$ cat src/hdl/frdr_pkg.sv
// Package: item types, controller commands and status, states and constants.
`timescale 1ns / 1ps
package frdr_pkg;

    localparam int PTS_W = 48;
    localparam int TAG_W = 16;
    localparam int CNT_W = 32;
    localparam int CFG_W = 32;
    localparam int MAX_REPEATS = 63;
    localparam int REP_W = $clog2(MAX_REPEATS + 1);

    localparam logic [CFG_W-1:0] PERIOD_RESET = 32'd3000;
    localparam logic [CFG_W-1:0] LIMIT_RESET = 32'd45000;

    // register indexes of the write port
    typedef enum logic [0:0] {
        CFG_FRAME_PERIOD = 1'b0,
        CFG_JUMP_LIMIT   = 1'b1
    } cfg_idx_t;

    typedef struct packed {
        logic signed [PTS_W-1:0] in_pts;
        logic [TAG_W-1:0]        in_tag;
        logic                    in_valid;
    } in_item_t;

    typedef struct packed {
        logic signed [PTS_W-1:0] out_pts;
        logic [TAG_W-1:0]        out_tag;
        logic                    repeated;
        logic                    run_end;
        logic [CNT_W-1:0]        dup_count;
        logic [CNT_W-1:0]        drop_count;
        logic [CNT_W-1:0]        frames_in;
        logic [CNT_W-1:0]        frames_out;
    } out_item_t;

    typedef enum logic [1:0] {
        ST_IDLE = 2'd0,
        ST_EVAL = 2'd1,
        ST_REP  = 2'd2,
        ST_PASS = 2'd3
    } state_t;

    typedef struct packed {
        logic ready;      // take an item this cycle
        logic load;       // capture the input payload
        logic eval;       // gap check, set up the repeat loop
        logic rep_emit;   // emit one repeat of the held frame
        logic early;      // store the frame as held and unused
        logic pass_emit;  // emit the current frame
    } ctl_cmd_t;

    typedef struct packed {
        logic item_valid;   // in_valid bit of the offered item
        logic pass_direct;  // first frame, aligned, or discontinuity
        logic rep_more;     // another repeat slot is due
        logic early;        // frame lies before the next slot
        logic out_free;     // output register can take a result
    } ctl_status_t;

endpackage

$ cat src/hdl/frdr_in_if.sv
// Input channel: frame descriptor items.
`timescale 1ns / 1ps
interface frdr_in_if;
    import frdr_pkg::*;

    logic     valid;
    logic     ready;
    in_item_t data;

    modport source (output valid, output data, input ready);
    modport sink (input valid, input data, output ready);
endinterface

$ cat src/hdl/frdr_out_if.sv
// Output channel: emitted frame items.
`timescale 1ns / 1ps
interface frdr_out_if;
    import frdr_pkg::*;

    logic      valid;
    logic      ready;
    out_item_t data;

    modport source (output valid, output data, input ready);
    modport sink (input valid, input data, output ready);
endinterface

$ cat src/hdl/frdr_ctrl.sv
// Controller: sequences the gap check, the repeat loop and the pass/hold step.
`timescale 1ns / 1ps
module frdr_ctrl (
    input  logic                  clk,
    input  logic                  rst_n,
    input  logic                  in_valid,
    input  frdr_pkg::ctl_status_t status,
    output frdr_pkg::ctl_cmd_t    cmd
);
    import frdr_pkg::*;

    state_t state_reg;
    state_t state_next;

    always_ff @(posedge clk or negedge rst_n)
    begin
        if (!rst_n)
        begin
            state_reg <= ST_IDLE;
        end
        else
        begin
            state_reg <= state_next;
        end
    end

    always_comb
    begin
        state_next = state_reg;
        case (state_reg)
            ST_IDLE:
            begin
                if (in_valid && status.item_valid)
                begin
                    state_next = ST_EVAL;
                end
            end
            ST_EVAL:
            begin
                state_next = status.pass_direct ? ST_PASS : ST_REP;
            end
            ST_REP:
            begin
                if (!status.rep_more)
                begin
                    state_next = status.early ? ST_IDLE : ST_PASS;
                end
            end
            ST_PASS:
            begin
                if (status.out_free)
                begin
                    state_next = ST_IDLE;
                end
            end
            default:
            begin
                state_next = ST_IDLE;
            end
        endcase
    end

    always_comb
    begin
        cmd = '0;
        case (state_reg)
            ST_IDLE:
            begin
                cmd.ready = 1'b1;
                cmd.load  = in_valid;
            end
            ST_EVAL:
            begin
                cmd.eval = 1'b1;
            end
            ST_REP:
            begin
                cmd.rep_emit = status.rep_more && status.out_free;
                cmd.early    = !status.rep_more && status.early;
            end
            ST_PASS:
            begin
                cmd.pass_emit = status.out_free;
            end
            default:
            begin
                cmd = '0;
            end
        endcase
    end

endmodule

$ cat src/hdl/frdr_datapath.sv
// Datapath: timestamp state, counters, config registers and output register.
`timescale 1ns / 1ps
module frdr_datapath (
    input  logic                      clk,
    input  logic                      rst_n,
    input  logic                      cfg_we,
    input  logic [0:0]                cfg_idx,
    input  logic [frdr_pkg::CFG_W-1:0] cfg_data,
    input  frdr_pkg::in_item_t        in_data,
    input  logic                      out_ready,
    output logic                      out_valid,
    output frdr_pkg::out_item_t       out_data,
    input  frdr_pkg::ctl_cmd_t        cmd,
    output frdr_pkg::ctl_status_t     status
);
    import frdr_pkg::*;

    localparam logic [REP_W-1:0] REP_CAP = REP_W'(MAX_REPEATS);
    localparam logic [REP_W-1:0] REP_CAP_M1 = REP_W'(MAX_REPEATS - 1);

    logic [CFG_W-1:0] period_reg, period_next;
    logic [CFG_W-1:0] limit_reg, limit_next;
    logic [PTS_W-1:0] ts_reg, ts_next;
    logic [TAG_W-1:0] tag_reg, tag_next;
    logic [PTS_W-1:0] prev_reg, prev_next;
    logic [PTS_W-1:0] exp_reg, exp_next;
    logic [PTS_W-1:0] exp2_reg, exp2_next;
    logic             have_prev_reg, have_prev_next;
    logic [TAG_W-1:0] held_tag_reg, held_tag_next;
    logic             held_unused_reg, held_unused_next;
    logic [CNT_W-1:0] dup_reg, dup_next;
    logic [CNT_W-1:0] drop_reg, drop_next;
    logic [CNT_W-1:0] fin_reg, fin_next;
    logic [CNT_W-1:0] fout_reg, fout_next;
    logic [REP_W-1:0] n_reg, n_next;
    logic             out_valid_reg, out_valid_next;
    out_item_t        out_data_reg, out_data_next;

    logic [PTS_W:0]   gap;
    logic             jump;
    logic             aligned;
    logic             look_more;
    logic             look_early;
    logic [PTS_W-1:0] period_ext;

    assign period_ext = {{(PTS_W-CFG_W){1'b0}}, period_reg};
    assign gap = {ts_reg[PTS_W-1], ts_reg} - {prev_reg[PTS_W-1], prev_reg};
    assign jump = gap[PTS_W] || (gap[PTS_W-1:0] > {{(PTS_W-CFG_W){1'b0}}, limit_reg});
    assign aligned = !gap[PTS_W] && (gap[PTS_W-1:0] == period_ext);
    assign look_more = ($signed(ts_reg) > $signed(exp2_reg)) && (n_reg < REP_CAP_M1);
    assign look_early = $signed(ts_reg) < $signed(exp2_reg);

    assign status.item_valid  = in_data.in_valid;
    assign status.pass_direct = !have_prev_reg || aligned || jump;
    assign status.rep_more    = ($signed(ts_reg) > $signed(exp_reg)) && (n_reg < REP_CAP);
    assign status.early       = $signed(ts_reg) < $signed(exp_reg);
    assign status.out_free    = !out_valid_reg || out_ready;

    assign out_valid = out_valid_reg;
    assign out_data  = out_data_reg;

    always_comb
    begin
        period_next      = period_reg;
        limit_next       = limit_reg;
        ts_next          = ts_reg;
        tag_next         = tag_reg;
        prev_next        = prev_reg;
        exp_next         = exp_reg;
        exp2_next        = exp2_reg;
        have_prev_next   = have_prev_reg;
        held_tag_next    = held_tag_reg;
        held_unused_next = held_unused_reg;
        dup_next         = dup_reg;
        drop_next        = drop_reg;
        fin_next         = fin_reg;
        fout_next        = fout_reg;
        n_next           = n_reg;
        out_data_next    = out_data_reg;
        out_valid_next   = out_valid_reg && !out_ready;

        if (cfg_we)
        begin
            case (cfg_idx_t'(cfg_idx))
                CFG_FRAME_PERIOD: period_next = cfg_data;
                CFG_JUMP_LIMIT:   limit_next = cfg_data;
                default:          period_next = period_reg;
            endcase
        end

        if (cmd.load)
        begin
            ts_next  = in_data.in_pts;
            tag_next = in_data.in_tag;
        end

        if (cmd.eval)
        begin
            exp2_next = exp_reg + period_ext;
            n_next    = '0;
        end

        if (cmd.rep_emit)
        begin
            dup_next         = dup_reg + {{(CNT_W-1){1'b0}}, !held_unused_reg};
            fout_next        = fout_reg + CNT_W'(1);
            held_unused_next = 1'b0;
            exp_next         = exp2_reg;
            exp2_next        = exp2_reg + period_ext;
            n_next           = n_reg + REP_W'(1);
            out_valid_next   = 1'b1;
            out_data_next.out_pts    = exp_reg;
            out_data_next.out_tag    = held_tag_reg;
            out_data_next.repeated   = 1'b1;
            // last repeat of the run only when the frame then turns out early
            out_data_next.run_end    = !look_more && look_early;
            out_data_next.dup_count  = dup_next;
            out_data_next.drop_count = drop_reg;
            out_data_next.frames_in  = fin_reg;
            out_data_next.frames_out = fout_next;
        end

        if (cmd.early)
        begin
            drop_next        = drop_reg + {{(CNT_W-1){1'b0}}, held_unused_reg};
            held_tag_next    = tag_reg;
            held_unused_next = 1'b1;
            fin_next         = fin_reg + CNT_W'(1);
        end

        if (cmd.pass_emit)
        begin
            drop_next        = drop_reg + {{(CNT_W-1){1'b0}}, held_unused_reg};
            fin_next         = fin_reg + CNT_W'(1);
            fout_next        = fout_reg + CNT_W'(1);
            prev_next        = ts_reg;
            exp_next         = ts_reg + period_ext;
            have_prev_next   = 1'b1;
            held_tag_next    = tag_reg;
            held_unused_next = 1'b0;
            out_valid_next   = 1'b1;
            out_data_next.out_pts    = ts_reg;
            out_data_next.out_tag    = tag_reg;
            out_data_next.repeated   = 1'b0;
            out_data_next.run_end    = 1'b1;
            out_data_next.dup_count  = dup_reg;
            out_data_next.drop_count = drop_next;
            out_data_next.frames_in  = fin_next;
            out_data_next.frames_out = fout_next;
        end
    end

    always_ff @(posedge clk or negedge rst_n)
    begin
        if (!rst_n)
        begin
            period_reg      <= PERIOD_RESET;
            limit_reg       <= LIMIT_RESET;
            prev_reg        <= '0;
            exp_reg         <= '0;
            have_prev_reg   <= 1'b0;
            held_tag_reg    <= '0;
            held_unused_reg <= 1'b0;
            dup_reg         <= '0;
            drop_reg        <= '0;
            fin_reg         <= '0;
            fout_reg        <= '0;
            n_reg           <= '0;
            out_valid_reg   <= 1'b0;
        end
        else
        begin
            period_reg      <= period_next;
            limit_reg       <= limit_next;
            prev_reg        <= prev_next;
            exp_reg         <= exp_next;
            have_prev_reg   <= have_prev_next;
            held_tag_reg    <= held_tag_next;
            held_unused_reg <= held_unused_next;
            dup_reg         <= dup_next;
            drop_reg        <= drop_next;
            fin_reg         <= fin_next;
            fout_reg        <= fout_next;
            n_reg           <= n_next;
            out_valid_reg   <= out_valid_next;
        end
    end

    always_ff @(posedge clk)
    begin
        ts_reg       <= ts_next;
        tag_reg      <= tag_next;
        exp2_reg     <= exp2_next;
        out_data_reg <= out_data_next;
    end

endmodule

$ cat src/hdl/frame_rate_drop_repeat_core.sv
// Top level: constant frame rate by dropping and repeating frame descriptors.
//
//  channel  | dir | handshake       | payload
//  ---------+-----+-----------------+------------------------------------------
//  in_ch    | in  | valid / ready   | in_pts, in_tag, in_valid
//  out_ch   | out | valid / ready   | out_pts, out_tag, repeated, run_end,
//           |     |                 | dup_count, drop_count, frames_in, frames_out
//  cfg      | in  | cfg_we          | cfg_idx (0 frame_period, 1 jump_limit), cfg_data
//
// An item with in_valid low is taken and leaves no trace.
// A directly passing frame goes through accept, gap check (49-bit subtract
// and compare) and emit. Any other frame goes through the repeat loop: one
// repeat per due slot, up to 63, then a step that sees the loop end; an early
// frame leaves from there with no result, otherwise the emit step follows.
// Results sit in a single output register; a stall there holds the loop.
// Reset is asynchronous; no clearing pass, the block is ready right away.
`timescale 1ns / 1ps
module frame_rate_drop_repeat_core (
    input  logic                       clk,
    input  logic                       rst_n,
    input  logic                       cfg_we,
    input  logic [0:0]                 cfg_idx,
    input  logic [frdr_pkg::CFG_W-1:0] cfg_data,
    frdr_in_if.sink                    in_ch,
    frdr_out_if.source                 out_ch
);
    import frdr_pkg::*;

    ctl_cmd_t    cmd;
    ctl_status_t status;

    // ready is high only while the controller waits for a new item
    assign in_ch.ready = cmd.ready;

    frdr_ctrl u_ctrl (
        .clk      (clk),
        .rst_n    (rst_n),
        .in_valid (in_ch.valid),
        .status   (status),
        .cmd      (cmd)
    );

    // timestamps, running totals and the output register live here
    frdr_datapath u_datapath (
        .clk       (clk),
        .rst_n     (rst_n),
        .cfg_we    (cfg_we),
        .cfg_idx   (cfg_idx),
        .cfg_data  (cfg_data),
        .in_data   (in_ch.data),
        .out_ready (out_ch.ready),
        .out_valid (out_ch.valid),
        .out_data  (out_ch.data),
        .cmd       (cmd),
        .status    (status)
    );

    // a result is only written into a free output register
    a_emit_free: assert property (@(posedge clk) disable iff (!rst_n)
        (cmd.rep_emit || cmd.pass_emit) |-> status.out_free)
        else $error("result written into occupied output register");

    // no new item is taken while a frame is still being worked on
    a_busy_no_ready: assert property (@(posedge clk) disable iff (!rst_n)
        (cmd.eval || cmd.rep_emit || cmd.early || cmd.pass_emit) |-> !in_ch.ready)
        else $error("input ready while a frame is in progress");

    // controller steps are mutually exclusive
    a_one_step: assert property (@(posedge clk) disable iff (!rst_n)
        $onehot0({cmd.eval, cmd.rep_emit, cmd.early, cmd.pass_emit}))
        else $error("more than one controller step at once");

    // an emit always shows up at the output in the next cycle
    a_emit_visible: assert property (@(posedge clk) disable iff (!rst_n)
        (cmd.rep_emit || cmd.pass_emit) |=> out_ch.valid)
        else $error("emitted result not presented");

endmodule
$ cat src/flat_wrapper.sv
// flat-port wrapper written by rule: the top's interface ports become plain ports
module frame_rate_drop_repeat_core_flat import frdr_pkg::*;
  (clk, rst_n, cfg_we, cfg_idx, cfg_data, in_ch_valid, in_ch_data, in_ch_ready, out_ch_valid, out_ch_data, out_ch_ready);
  frdr_in_if in_ch_i ();
  frdr_out_if out_ch_i ();
  input  logic clk;
  input  logic rst_n;
  input  logic cfg_we;
  input  logic [0:0] cfg_idx;
  input  logic [frdr_pkg::CFG_W-1:0] cfg_data;
  input wire logic [$bits(in_ch_i.valid)-1:0] in_ch_valid;
  input wire logic [$bits(in_ch_i.data)-1:0] in_ch_data;
  output wire logic [$bits(in_ch_i.ready)-1:0] in_ch_ready;
  output wire logic [$bits(out_ch_i.valid)-1:0] out_ch_valid;
  output wire logic [$bits(out_ch_i.data)-1:0] out_ch_data;
  input wire logic [$bits(out_ch_i.ready)-1:0] out_ch_ready;
  assign in_ch_i.valid = in_ch_valid;
  assign in_ch_i.data = in_ch_data;
  assign in_ch_ready = in_ch_i.ready;
  assign out_ch_valid = out_ch_i.valid;
  assign out_ch_data = out_ch_i.data;
  assign out_ch_i.ready = out_ch_ready;
  frame_rate_drop_repeat_core u_core (.clk(clk), .rst_n(rst_n), .cfg_we(cfg_we), .cfg_idx(cfg_idx), .cfg_data(cfg_data), .in_ch(in_ch_i), .out_ch(out_ch_i));
endmodule
$ cat config.mk
export PLATFORM = sky130hd
export DESIGN_NAME = frame_rate_drop_repeat_core_flat
export DESIGN_NICKNAME = d
export VERILOG_FILES = /design/src/hdl/frdr_pkg.sv /design/src/hdl/frdr_in_if.sv /design/src/hdl/frdr_out_if.sv /design/src/hdl/frdr_ctrl.sv /design/src/hdl/frdr_datapath.sv /design/src/hdl/frame_rate_drop_repeat_core.sv /design/src/flat_wrapper.sv
export SDC_FILE = /design/constraint.sdc
export NUM_CORES = 1
export LEC_CHECK = 0
export BUFFER_PORTS_ARGS = -buffer_cell sky130_fd_sc_hd__buf_4
export CORE_ASPECT_RATIO = 1.1
export CORE_UTILIZATION = 57
export CTS_CLUSTER_SIZE = 24
export DETAILED_ROUTE_END_ITERATION = 10
export HOLD_SLACK_MARGIN = 0.08
export PLACE_DENSITY_LB_ADDON = 0.3
export SLEW_MARGIN = 10
export SYNTH_ARGS = -nofsm -noshare
export SYNTH_HDL_FRONTEND = slang
export SYNTH_SLANG_ARGS = --single-unit
$ cat constraint.sdc
create_clock -name clk -period 10.25 [get_ports clk]
set_input_delay 1.5375 -clock clk [delete_from_list [all_inputs] [get_ports clk]]
set_output_delay 1.5375 -clock clk [all_outputs]
set_load 0.05 [all_outputs]
==> run summary <==
EDFF count, synth: 304
post-layout util: 66.2%
Inserted Clock Buffers: 67
largest net degree at the start of global routing: 183
clk_lat worst skew: 0.61 ns
max cap viols: 0
Area Overhead vs Synth: 14.6%
GP Congestion: 0.979
Worst-path clk slew: 0.06 ns
outcome: finished clean
list of most frequent post-synthesis cells: nand2_1, o21ai_0, edfxtp_1, dfrtp_1, nor2_1
fraction of registers with async set/reset: 50.7%
Final Hold Viols: 0
post_cts resized: 0
Mapped Cells: 3,676
worst-path fanout max: 74
post-synth top area cell: edfxtp_1
Avg Synthesized Cell Area: 9.82 sq um
1st-iter DRT viols: 2,436
global-route wire length before repair: 150,000 um
top cell type's share of synthesized area: 25.3%
DP Worst Slack: 2.24 ns
Worst setup EP type: register
number of global-route vias before repair: 27.5k
CTS sink count: 621
top area cells in the synthesized netlist: edfxtp_1, dfrtp_1, ha_1, o21ai_0, nand2_1
share of post-route cells with drive strength above 1: 13.9%
Total GRT Usage: 29.5%
leakage: 0.0179 uW
Root Buffer Master: clkbuf_16
drt pass-1 iters: 6
initial antenna violation count: 1
slew margin rel.: 22.0%
drt via density: 5.96
VDD IR max: 0.343 mV
chip height: 266 um
IO buf count: 298
pwr/cell area: 364 mW/mm^2
Crit Path Category: reg -> reg
Max Clk Rate: 124 MHz
most common cell in the synthesized netlist: nand2_1
unrepaired setup endpoints after global routing: false
CTS H-tree lvls: 3
Most used DFF post-synth: edfxtp_1
Die W: 242 um
Final Net Count: 4,267
CP Data Arrival Time: 8.40 ns
number of flip-flops under the largest register name: 194
Detailed Route WL: 96,200 um
post-synthesis sequential area ratio: 47.3%
CTS Hold Bufs: 0
crit start category: register
DRC violations left: 0
floorplan row count: 96
GR Overflow Total: 0
Required @ worst endpoint: 10.58 ns
I/O pins: 299
clock skew: 0.0263 ns
Fin Hold WS: 0.473 ns
flops & latches, synth: 621
vias: 28.6k
Routed Antenna Nets: 0
filler instances: 4,944
total negative slack: 0 ns
CTS tree: yes
Cell Area, Synth: 0.0361 sq mm
worst hold path class: reg -> reg
clock tree buffer depth: 3
total die area: 0.0643 sq mm
Worst Tran Pin Value: 1.17 ns
syn nets: 4,031
Post-CTS Setup Repair Bufs: 0
Syn. warnings: 0
Final Setup Violations: 0
Unique masters post-synth: 97
Initial Util: 57.8%
dpl hpwl: 68,800 um
count of pins over their slew limit: 0
post-DR wirelength/cell: 20.0 um
min cycle time layout: 8.07 ns
final period utilization: 78.8%
final setup margin: 2.18 ns
Core ar.: 0.0625 sq mm
==> worst max-delay path, cell delays in order (launching register included) <==
cell and delay (ns):
edfxtp_1 0.50, ha_1 0.37, nand4_1 0.20, nor4_1 0.75, nand3_1 0.32, a31oi_1 0.43, a211oi_1 0.16, a21oi_4 0.52
buf_4 0.69, o21ai_0 0.23, ha_1 0.39, a21oi_1 0.16, o21ai_0 0.12, a211oi_1 0.50, nor2_1 0.14, o311ai_0 0.56
a21boi_0 0.24, o41ai_1 0.79, nor3_2 0.29, nand4_1 0.18, xnor2_1 0.12, mux2i_1 0.09
==> final timing paths <==
kind | cells past startpoint | slack, ns | end | start
max | 21 | 2.18 | u_core.u_datapath.exp2_reg[45] | u_core.u_datapath.ts_reg[39]
min | 2 | 0.47 | u_core.u_datapath.held_tag_reg[3] | u_core.u_datapath.tag_reg[3]
max reg2reg | 21 | 2.18 | u_core.u_datapath.exp2_reg[45] | u_core.u_datapath.ts_reg[39]
min reg2reg | 2 | 0.47 | u_core.u_datapath.held_tag_reg[3] | u_core.u_datapath.tag_reg[3]
max in group asynchronous | 3 | 7.10 | u_core.u_datapath.prev_reg[32] | rst_n
min in group asynchronous | 1 | 0.91 | u_core.u_datapath.fout_reg[13] | rst_n
==> kinds of logic (layout without fill, tap and decap cells) <==
family,count (synthesis),in the layout,synth area share (%)
flip-flops,621,621,47.3
buffers and inverters,368,658,3.98
AO/OA/AOI/OAI,942,942,16.0
AND/OR/NAND/NOR,1116,1116,14.1
other,0,1,0
adder cells (fa/ha/maj),252,252,8.80
multiplexers,83,83,2.53
XOR/XNOR,294,294,7.21
==> cell usage in the layout (no fill, tap or decap), types with 22 or more instances in the layout <==
master / n
nand2b_1: 22
buf_4: 315
nor3_1: 48
xor2_1: 143
a31oi_1: 42
dfrtp_1: 299
o21ai_0: 379
and3_1: 52
clkbuf_16: 72
ha_1: 249
a211oi_1: 29
nand3_1: 84
nand4_1: 74
o31ai_1: 66
a21oi_1: 181
nor2_1: 267
o21a_1: 24
nand2_1: 452
mux2_2: 67
a21o_1: 74
inv_1: 216
edfxtp_1: 304
xnor2_1: 149
==> through the flow <==
stage	instance area [sq um]	total power (uW)	cells
6_report	41400	15000	4800
5_1_grt	41400	15900	4800
4_1_cts	41400	15000	4799
3_5_place_dp	39000	12400	4676
3_3_place_gp	39000	12200	4676
2_1_floorplan	36100	10100	3676
==> layer usage <==
layer	vias up	GRT usage [%]	routed length [um]
li1	13700	-	-
met1	13700	40.5	41200
met2	1053	48.0	44900
met3	180	3.73	6790
met4	0	11.1	3320
met5	-	0	0
==> layout make-up <==
| type | instances | area [sq um] | share of cell area, % |
|---|---|---|---|
| sequential | 621 | 17100 | 41.3 |
| multi-input combinational | 2687 | 17600 | 42.6 |
| timing repair buffer | 317 | 2400 | 5.80 |
| clock inverter | 38 | 473 | 1.14 |
| inverter | 218 | 826 | 2.00 |
| clock buffer | 85 | 1910 | 4.62 |
| tap | 833 | 1040 | 2.52 |
| antenna | 1 | 2.50 | 0.00605 |
==> where the power goes <==
part | total [uW] | switching [uW] | internal (uW) | leakage (uW)
Clock | 2600 | 1040 | 1560 | 0.00116
Combinational | 8120 | 5480 | 2640 | 0.00983
Sequential | 4320 | 504 | 3820 | 0.00686
Total | 15000 | 7020 | 8020 | 0.0179
Note: power is estimated with default switching activity, not from simulation.
